===== src/rtl/mvw_pkg.sv =====
// Shared types and constants for the mesh vertex weld block.
// Beat payloads, operation and status codes, controller states and the
// command and status structs between controller and datapath. No dependencies.
`timescale 1ns / 1ps

package mvw_pkg;

  localparam int COORD_W  = 16;
  localparam int CORNER_W = 10;
  localparam int IDX_W    = 11;
  localparam int DIST_W   = 36;

  typedef enum logic [1:0] {
    ACT_CLEAR = 2'd0,
    ACT_LOAD  = 2'd1,
    ACT_MERGE = 2'd2,
    ACT_REMAP = 2'd3
  } action_t;

  typedef enum logic [1:0] {
    STS_OK        = 2'd0,
    STS_FULL      = 2'd1,
    STS_NOT_FOUND = 2'd2
  } status_t;

  typedef enum logic [2:0] {
    ST_IDLE,
    ST_SCAN,
    ST_DRAIN,
    ST_MERGE_DONE,
    ST_REMAP_DONE
  } state_t;

  typedef struct packed {
    action_t                     action;
    logic signed [COORD_W-1:0]   coord_x;
    logic signed [COORD_W-1:0]   coord_y;
    logic signed [COORD_W-1:0]   coord_z;
    logic        [CORNER_W-1:0]  corner_vertex;
  } in_beat_t;

  typedef struct packed {
    logic [IDX_W-1:0] welded_index;
    logic             appended;
    status_t          status;
  } out_beat_t;

  typedef struct packed {
    logic [DIST_W-1:0] weld_distance_sq;
  } cfg_beat_t;

  // Controller to datapath.
  typedef struct packed {
    logic accept;
    logic scan_init;
    logic scan_issue;
    logic map_read;
    logic merge_done;
    logic remap_done;
  } dp_cmd_t;

  // Datapath to controller.
  typedef struct packed {
    action_t action;
    logic    out_free;
    logic    base_empty;
    logic    merge_full;
    logic    remap_hit;
    logic    scan_last;
    logic    pipe_busy;
  } dp_sts_t;

endpackage


===== src/rtl/mvw_ctrl.sv =====
// Controller of the mesh vertex weld block: sequences accept, the base
// vertex scan, pipeline drain and the result hand-off. Depends on mvw_pkg.
`timescale 1ns / 1ps

module mvw_ctrl (
  input  logic             clk,
  input  logic             rst_n,
  input  logic             in_valid,
  output logic             in_ready,
  input  mvw_pkg::dp_sts_t sts,
  output mvw_pkg::dp_cmd_t cmd
);
  import mvw_pkg::*;

  state_t state_r, state_nxt;

  always_ff @(posedge clk) begin
    if (!rst_n) begin
      state_r <= ST_IDLE;
    end else begin
      state_r <= state_nxt;
    end
  end

  always_comb begin
    state_nxt = state_r;
    cmd       = '0;
    in_ready  = 1'b0;
    unique case (state_r)
      ST_IDLE: begin
        in_ready = sts.out_free;
        if (in_valid && sts.out_free) begin
          cmd.accept = 1'b1;
          if ((sts.action == ACT_MERGE) && !sts.merge_full) begin
            cmd.scan_init = 1'b1;
            state_nxt     = sts.base_empty ? ST_MERGE_DONE : ST_SCAN;
          end else if ((sts.action == ACT_REMAP) && sts.remap_hit) begin
            cmd.map_read = 1'b1;
            state_nxt    = ST_REMAP_DONE;
          end
        end
      end
      ST_SCAN: begin
        cmd.scan_issue = 1'b1;
        if (sts.scan_last) begin
          state_nxt = ST_DRAIN;
        end
      end
      ST_DRAIN: begin
        if (!sts.pipe_busy) begin
          state_nxt = ST_MERGE_DONE;
        end
      end
      ST_MERGE_DONE: begin
        if (sts.out_free) begin
          cmd.merge_done = 1'b1;
          state_nxt      = ST_IDLE;
        end
      end
      ST_REMAP_DONE: begin
        if (sts.out_free) begin
          cmd.remap_done = 1'b1;
          state_nxt      = ST_IDLE;
        end
      end
      default: begin
        state_nxt = ST_IDLE;
      end
    endcase
  end

endmodule


===== config.mk =====
export PLATFORM = sky130hd
export DESIGN_NAME = mvw_ctrl
export DESIGN_NICKNAME = d
export VERILOG_FILES = /design/src/rtl/mvw_pkg.sv /design/src/rtl/mvw_ctrl.sv
export SDC_FILE = /design/constraint.sdc
export NUM_CORES = 1
export LEC_CHECK = 0
export BUFFER_PORTS_ARGS = -buffer_cell sky130_fd_sc_hd__buf_2
export CORE_AREA = 2 2 39 41
export DETAILED_ROUTE_END_ITERATION = 10
export DIE_AREA = 0 0 41 43
export GPL_ROUTABILITY_DRIVEN = 0
export PLACE_DENSITY_LB_ADDON = 0.3
export SLEW_MARGIN = 30
export SYNTH_ARGS = -nofsm -noshare
export SYNTH_HDL_FRONTEND = slang
export SYNTH_SLANG_ARGS = --single-unit

===== constraint.sdc =====
create_clock -name clk -period 1.45 [get_ports clk]
set_clock_uncertainty 0.05 [all_clocks]
set_input_delay 0.29 -clock clk [delete_from_list [all_inputs] [get_ports clk]]
set_output_delay 0.29 -clock clk [all_outputs]
set_load 0.01 [all_outputs]

Word level (Yosys, flattened, before mapping)
Cells that the tools add are included.

storage, ports and cells
  ROM bits = 0
  word-level logic and storage cells = 39
  output and inout port bits = 7
  flip-flop bits (word level) = 3
  memories kept = 0
  memory bits (writable) = 0
  bits of input ports = 11
  latch bits = 0

cells by class
  shifts and indexed selects = 0
  reductions and logical operators = 7
  div/mod/pow operators = 0
  bitwise logic cells = 0
  add/subtract/negate cells = 0
  muxes and demuxes = 20
  equal/unequal tests = 11
  $mul = 0
  magnitude comparators = 0

operator list
  kind                                                   number
  2-to-1 mux 3 bit                                       6
  case mux 3 bit (4 select lines)                        1
  2-to-1 mux 1 bit                                       10
  equality test 3 x 2 -> 1 bit, second input constant    2
  2-to-1 mux 2 bit                                       3
  inequality test 2 bit, second input constant           3
  AND reduction 5 bit                                    1
  equality test 2 bit, second input constant             2
  equality test 3 x 1 -> 1 bit, second input constant    1
  equality test 3 bit, second input constant             1
  logical AND 1 bit                                      3
  zero test 3 bit                                        1
  inequality test 3 bit, second input constant           1
  inequality test 2 x 1 -> 1 bit, second input constant  1
  OR reduction 2 bit                                     1
  zero test 1 bit                                        1

Logic depth before layout (Yosys ltp)
Gate-level depths: netlist of run 1.

  depth after elaboration = 6
  gate-level depth with buffers = 5
  depth with buffers taken out = 4

Least setup slack after synthesis of run 1
Ideal clock, no wire load.

  path type = reg-to-output
  start = register state_r[1]
  end = output port cmd[2] (netlist name)
  required time = 1.110 ns
  path slack = 0.040 ns
  arrival = 1.070 ns
  stages on the path, launching flop included = 5
  cells stage by stage = dfxtp_1 buf_6 nor4b_4 nand2_2 nor2_1

RTL lines
  what                    line            RTL
  start, declared         mvw_ctrl.sv:15  state_t state_r, state_nxt;
  start signal, assigned  mvw_ctrl.sv:21  state_r <= state_nxt;
  end, declared           mvw_ctrl.sv:11  output mvw_pkg::dp_cmd_t cmd

==> reports/metrics.csv, run 1 <==
stage,metric,value,unit
logic_synthesis,cell taking the most area after synthesis,dfxtp_1,
sta,Post-Route Setup TNS,-0.295,ns
setup_path,Crit. End Element,primary output,
drt,Vias/cell,4.58,
sta,slew margin rel.,84.4,%
floorplan,Die ar.,1760,um^2
cells_and_area,Largest regs,state_r: 3 flops,
setup_path,Critical Path Start Type,register,
drt,met3 WL,92,um
sta,Setup Viol. Count Final,4,
logic_synthesis,Post-synth ARST share,0,%
logic_synthesis,Compound-Gate Fraction of Synth Area,20.6,%
cells_and_area,largest register by flop count,state_r,
logic_synthesis,"Avg Cell Area, Syn",8.13,um^2
status,failing checks,setup timing,
floorplan,Initial Util,22.3,%
grt,All-Layer GR Usage,10.2,%
logic_synthesis,post-synthesis sequential area ratio,19.4,%
grt,antenna violations before repair,0,
drt,Via Count,371,
sta,Final Hold Vio Count,0,
sta,Worst Max-Slew Pin Slew,0.233,ns
logic_synthesis,ys flop type,dfxtp_1,
setup_path,CP top delay family,simple AND/OR/NAND/NOR gates,
floorplan,I/O pins,18,
status,outcome,"finished, violations left",
sta,maximum clock rate,641,MHz
sta,Final Cycle Share,108,%
drt,DRT Wirelength,812,um
grt,first-pass GRT wire length,1.19,mm
power_and_ir_drop,logic gate share of total power,21.0,%
logic_synthesis,YS warnings,0,
cells_and_area,fin util,36.1,%
drt,Pre-antenna DRT Iters,4,
setup_path,Max Fanout on Critical Path,6,
floorplan,core area,1380,um^2
place,Inst Count DP,72,
power_and_ir_drop,total power,0.294,mW
logic_synthesis,simple-gate share of the synthesized area,43.7,%
power_and_ir_drop,clock share of power,50.3,%
logic_synthesis,Netlist cell types,22,
logic_synthesis,top-count cell post-synth,nand2_1,
drt,DRT met1 WL,354,um
clocking,"Reg clk slew, reported paths",0.04,ns
power_and_ir_drop,Internal,0.220,mW
setup_path,critical path's largest stage delay,0.35,ns
sta,max-slew violations,0,
power_and_ir_drop,Leakage,0.238,nW
grt,largest net degree at the start of global routing,9,
setup_path,worst path required time,1.11,ns
logic_synthesis,Post-synth EDFFs,0,
place,Post-Place Worst Slack,0.0721,ns
cells_and_area,share of layout cells above drive strength 1,60.0,%
logic_synthesis,synthesized flop and latch total,3,
floorplan,Die Height,43,um
cells_and_area,max FFs per register,3,
logic_synthesis,synth top area cells,"dfxtp_1, nor4b_4, buf_6, nand2_1, mux2i_1",
clocking,CTS Buffer Depth,2,
logic_synthesis,fraction of synthesized area in multiplexers,6.48,%
power_and_ir_drop,PwrDens,590,nW/um^2
drt,routed wl met2,365,um
drt,DR iter-0 viols,5,
sta,hold_ws,0.261,ns
drt,DR WL/cell,10.0,um
setup_path,CP Cell Sequence,nor4b_4 -> nand2_2 -> nor2_1 -> buf_2,
setup_path,slowest CP cell,dfxtp_2,
power_and_ir_drop,Switch Pwr,0.0746,mW
place,port bufs,17,
cells_and_area,nets,77,
sta,Period minus WS final,1.56,ns
setup_path,Crit path arrival time,1.22,ns
cells_and_area,Inserted Diodes,0,
logic_synthesis,commonest cells in the netlist,"nand2_1, nor2_1, dfxtp_1, nand2b_1",
drt,post-route ant nets,0,
clocking,CTS Root Cell,clkbuf_4,
clocking,CTS Buf Count,3,
place,"Cell Area, Placed",414,um^2
logic_synthesis,cell count after synthesis,38,
clocking,CTS sink count,3,
clocking,CTS H-tree lvls,1,
grt,vias in the first global route,312,
floorplan,Die Wd,41,um
logic_synthesis,Syn Std Cell Area,309,um^2
sta,worst setup margin,-0.110,ns
clocking,CTS tree,done,
setup_path,crit path kind,reg -> out,
setup_path,Buffers & Inverters on Critical Path,1,
clocking,clk_lat worst skew,0.23,ns
cells_and_area,Fill cells,149,
cells_and_area,synth-to-layout area growth,61.5,%
logic_synthesis,xor/xnor cell area share of the yosys netlist,0,%
drt,drc violations,0,
logic_synthesis,adder-cell share of the synthesized area,0,%
drt,Top Metal Used,met3,
logic_synthesis,share of Yosys cell area claimed by the top area cell type,19.4,%
worst_hold_path,HP Class,in -> reg,
sta,unrepaired setup endpoints after global routing,yes,
grt,grt total ovfl,0,
power_and_ir_drop,Switching Fraction,25.3,%
cells_and_area,final instance area,499,um^2
logic_synthesis,Synthesized Nets,49,
logic_synthesis,largest family of logic cells by synthesized area,simple AND/OR/NAND/NOR gates,
cells_and_area,Post-Layout Cell Count,81,
place,Final HPWL DP,604,um
run,maximum capacitance violations,0,
power_and_ir_drop,register share of total power,28.7,%
floorplan,Site Rows,14,
clocking,hold buffer count at cts,0,
power_and_ir_drop,VDD IR max,0.352,mV
## power by group through the flow
stage / Sequential, mW / Combinational, mW / Clock, mW
6_report: 0.0845 / 0.0617 / 0.148
5_1_grt: 0.0845 / 0.0690 / 0.169
4_1_cts: 0.0844 / 0.0581 / 0.150
3_5_place_dp: 0.0875 / 0.0536 / 0
3_3_place_gp: 0.0874 / 0.0535 / 0
2_1_floorplan: 0.0862 / 0.0279 / 0
## layer usage
layer	GRT usage [%]	up-vias
met5	0	-
met3	6.28	0
met1	11.3	161
li1	-	189
met2	15.3	21
met4	4.00	0
## area by class of cell
cell class	instances	area, um^2	area share, %
Clock buffer	4	26.3	5.26
Tap cell	16	20.0	4.01
Inverter	2	7.51	1.50
Timing Repair Buffer	25	145	29.1
Sequential cell	3	66.3	13.3
Multi-Input combinational cell	31	234	46.9
## kinds of logic after synthesis
family,count (synthesis)
multiplexers,2
AND/OR/NAND/NOR,22
flip-flops,3
buffers and inverters,4
AO/OA/AOI/OAI,7
## path summary, 6_finish.rpt
check	startpoint	end	slack, ns	depth (start not counted)
setup / recovery	state_r[1]	cmd[2]	-0.11	4
hold / removal	rst_n	state_r[2]	0.26	2
setup reg to reg	state_r[0]	state_r[1]	0.07	6
hold reg to reg	state_r[1]	state_r[1]	0.61	3
## cell usage in the layout, fill, tap and decap left out, types with 3 or more instances in the layout
cell type  instances
clkbuf_4           3
buf_4              8
nand2b_1           3
buf_2             17
nand2_1            6
## timing repair
item	4_1_cts	5_1_grt
gates resized for setup	5	3
buffers inserted	4	1
endpoints found under the setup margin	5	7
pin swaps	4	3
No activity file was read; power rests on OpenSTA's default activity.
==> run 2, diff against run 1 <==
==> constraint.sdc (replaced) <==
create_clock -name clk -period 1.7 [get_ports clk]
set_clock_uncertainty 0.05 [all_clocks]
set_input_delay 0.34 -clock clk [delete_from_list [all_inputs] [get_ports clk]]
set_output_delay 0.34 -clock clk [all_outputs]
set_load 0.01 [all_outputs]
==> run 2 against run 1 <==
The run now ends clean. Die area unchanged. Via count down 7.8%. Total power shrank 19%. Critical path depth did not move. Sequential share of layout area grew 2.0 points. Non-clock buffer count is 5 lower. Design area shrank 10%. Critical endpoint is now cmd[4].
==> reports/metrics.csv, run 2 (synthesis results as in run 1) <==
stage,metric,value,unit,change
cells_and_area,largest register by flop count,state_r,,
floorplan,Die ar.,1760,um^2,unchanged
floorplan,Site Rows,14,,unchanged
place,port bufs,17,,unchanged
cells_and_area,Inserted Diodes,0,,unchanged
drt,Pre-antenna DRT Iters,4,,unchanged
cells_and_area,"most common cell after layout, fill and taps aside",buf_2,,
drt,DRT Wirelength,772,um,-4.9%
sta,Period minus WS final,1.61,ns,
clocking,"Reg clk slew, reported paths",0.04,ns,about the same
place,Final HPWL DP,575,um,-4.8%
cells_and_area,nets,72,,-6.5%
setup_path,Buffers & Inverters on Critical Path,1,,unchanged
floorplan,core area,1380,um^2,unchanged
drt,Vias/cell,4.50,,-1.8%
cells_and_area,synth-to-layout area growth,45.3,%,
sta,Setup Viol. Count Final,0,,-4
clocking,CTS tree,done,,
setup_path,Crit path arrival time,1.22,ns,about the same
grt,vias in the first global route,282,,-9.6%
grt,largest net degree at the start of global routing,12,,+3
grt,grt total ovfl,0,,unchanged
place,Post-Place Worst Slack,0.200,ns,+0.128 ns
clocking,clk_lat worst skew,0.23,ns,about the same
sta,Final Hold Vio Count,0,,unchanged
setup_path,Critical Path Start Type,register,,
drt,Via Count,342,,-7.8%
sta,Worst Max-Slew Pin Slew,0.244,ns,+0.0107 ns
floorplan,Die Wd,41,um,unchanged
setup_path,CP top delay family,simple AND/OR/NAND/NOR gates,,
run,maximum capacitance violations,0,,unchanged
power_and_ir_drop,total power,0.237,mW,-19%
cells_and_area,Fill cells,160,,+7.4%
sta,Final Cycle Share,94.9,%,
drt,DR iter-0 viols,6,,+1
grt,antenna violations before repair,0,,unchanged
cells_and_area,share of layout cells above drive strength 1,50.0,%,-10 points
drt,post-route ant nets,0,,unchanged
floorplan,I/O pins,18,,unchanged
cells_and_area,most frequent cells in the layout,"buf_2, nand2_1, nor2_1",,
sta,max-slew violations,0,,unchanged
setup_path,crit path kind,reg -> out,,
power_and_ir_drop,PwrDens,528,nW/um^2,-10%
drt,drc violations,0,,unchanged
setup_path,slowest CP cell,dfxtp_4,,
grt,All-Layer GR Usage,10.2,%,-0.010 points
clocking,CTS Buf Count,3,,unchanged
setup_path,worst path required time,1.31,ns,+0.20 ns
setup_path,Max Fanout on Critical Path,5,,-1
floorplan,Initial Util,22.3,%,unchanged
sta,maximum clock rate,620,MHz,
clocking,CTS Buffer Depth,2,,unchanged
setup_path,critical path's largest stage delay,0.35,ns,about the same
sta,worst setup margin,0.0872,ns,+0.197 ns
clocking,hold buffer count at cts,0,,unchanged
grt,first-pass GRT wire length,1.19,mm,+0.59%
sta,unrepaired setup endpoints after global routing,yes,,
clocking,CTS Root Cell,clkbuf_4,,
setup_path,CP Cell Sequence,nor4b_4 -> nand2_2 -> nor2_1 -> buf_2,,
cells_and_area,max FFs per register,3,,unchanged
worst_hold_path,HP Class,in -> reg,,
drt,DR WL/cell,10.2,um,+1.3%
sta,slew margin rel.,83.6,%,-0.75 points
clocking,CTS H-tree lvls,1,,unchanged
cells_and_area,Largest regs,state_r: 3 flops,,
clocking,CTS sink count,3,,unchanged
power_and_ir_drop,Leakage,0.211,nW,-11%
floorplan,Die Height,43,um,unchanged
power_and_ir_drop,VDD IR max,0.283,mV,-20%
setup_path,Crit. End Element,primary output,,
status,outcome,finished clean,,
==> run 2: cell types whose count changed in the layout (fill, tap and decap cells not counted) <==
cell     before  now
nor2_2        2    0
nor2_1        2    4
dfxtp_2       2    1
a21oi_2       1    0
o22ai_2       1    0
a21oi_1       0    1
buf_4         8    3
dfxtp_4       1    2
o22ai_1       0    1
==> run 2: repair_timing <==
| action | 4_1_cts | 5_1_grt |
|---|---|---|
| resized for setup | 2 | 3 |
| setup endpoints to repair | 2 | 2 |
| buffers inserted | 0 | 3 |
| pin swaps | 0 | 3 |
==> run 2: layout make-up <==
type / count / area, um^2 / share of cell area (%)
clock buffer: 4 / 26.3 / 5.85
inverter: 2 / 7.51 / 1.67
multi-input combinational: 31 / 219 / 48.7
sequential: 3 / 68.8 / 15.3
tap: 16 / 20.0 / 4.46
timing repair buffer: 20 / 108 / 24.0
==> run 2: per-stage QoR <==
stage / hold slack, ns / cells / setup TNS, ns / util [%] / area, um^2
6_report: 0.315 / 76 / 0 / 32.5 / 449
5_1_grt: 0.344 / 76 / -0.0111 / 32.5 / 449
4_1_cts: 0.303 / 73 / 0 / 30.4 / 420
3_5_place_dp: 0.550 / 69 / 0 / 28.3 / 392
3_3_place_gp: 0.554 / 69 / 0 / 28.3 / 392
2_1_floorplan: 0.412 / 38 / 0 / - / 309
==> run 2: worst reg2reg max path, cell delays in order, from the launching register on <==
cell and delay [ns]:
dfxtp_4 0.36, buf_4 0.14, or2b_1 0.22, a21oi_1 0.17
a32oi_2 0.09, mux2i_1 0.14
==> run 2: worst paths after layout <==
kind | cells past startpoint | start | slack, ns | end
worst min-delay path | 2 | rst_n | 0.32 | state_r[2]
worst max register to register | 5 | state_r[0] | 0.39 | state_r[0]
worst min register to register | 2 | state_r[1] | 0.48 | state_r[1]
worst max-delay path | 4 | state_r[0] | 0.09 | cmd[4]
==> run 2: report_power, final <==
group / switching, mW / leakage [nW] / internal [mW]
Clock: 0.0347 / 0.0150 / 0.0878
Combinational: 0.0210 / 0.170 / 0.0233
Sequential: 0.00172 / 0.0263 / 0.0689
Total: 0.0574 / 0.211 / 0.180
==> run 2: per-layer routing <==
layer  up-vias  global-route usage, %  share of wire (%)
met4         0                   6.00                  0
met3         0                   4.71                9.3
met2        20                   13.1                 42
met5         -                      0                  0
met1       142                   13.5                 48
li1        180                      -                  -
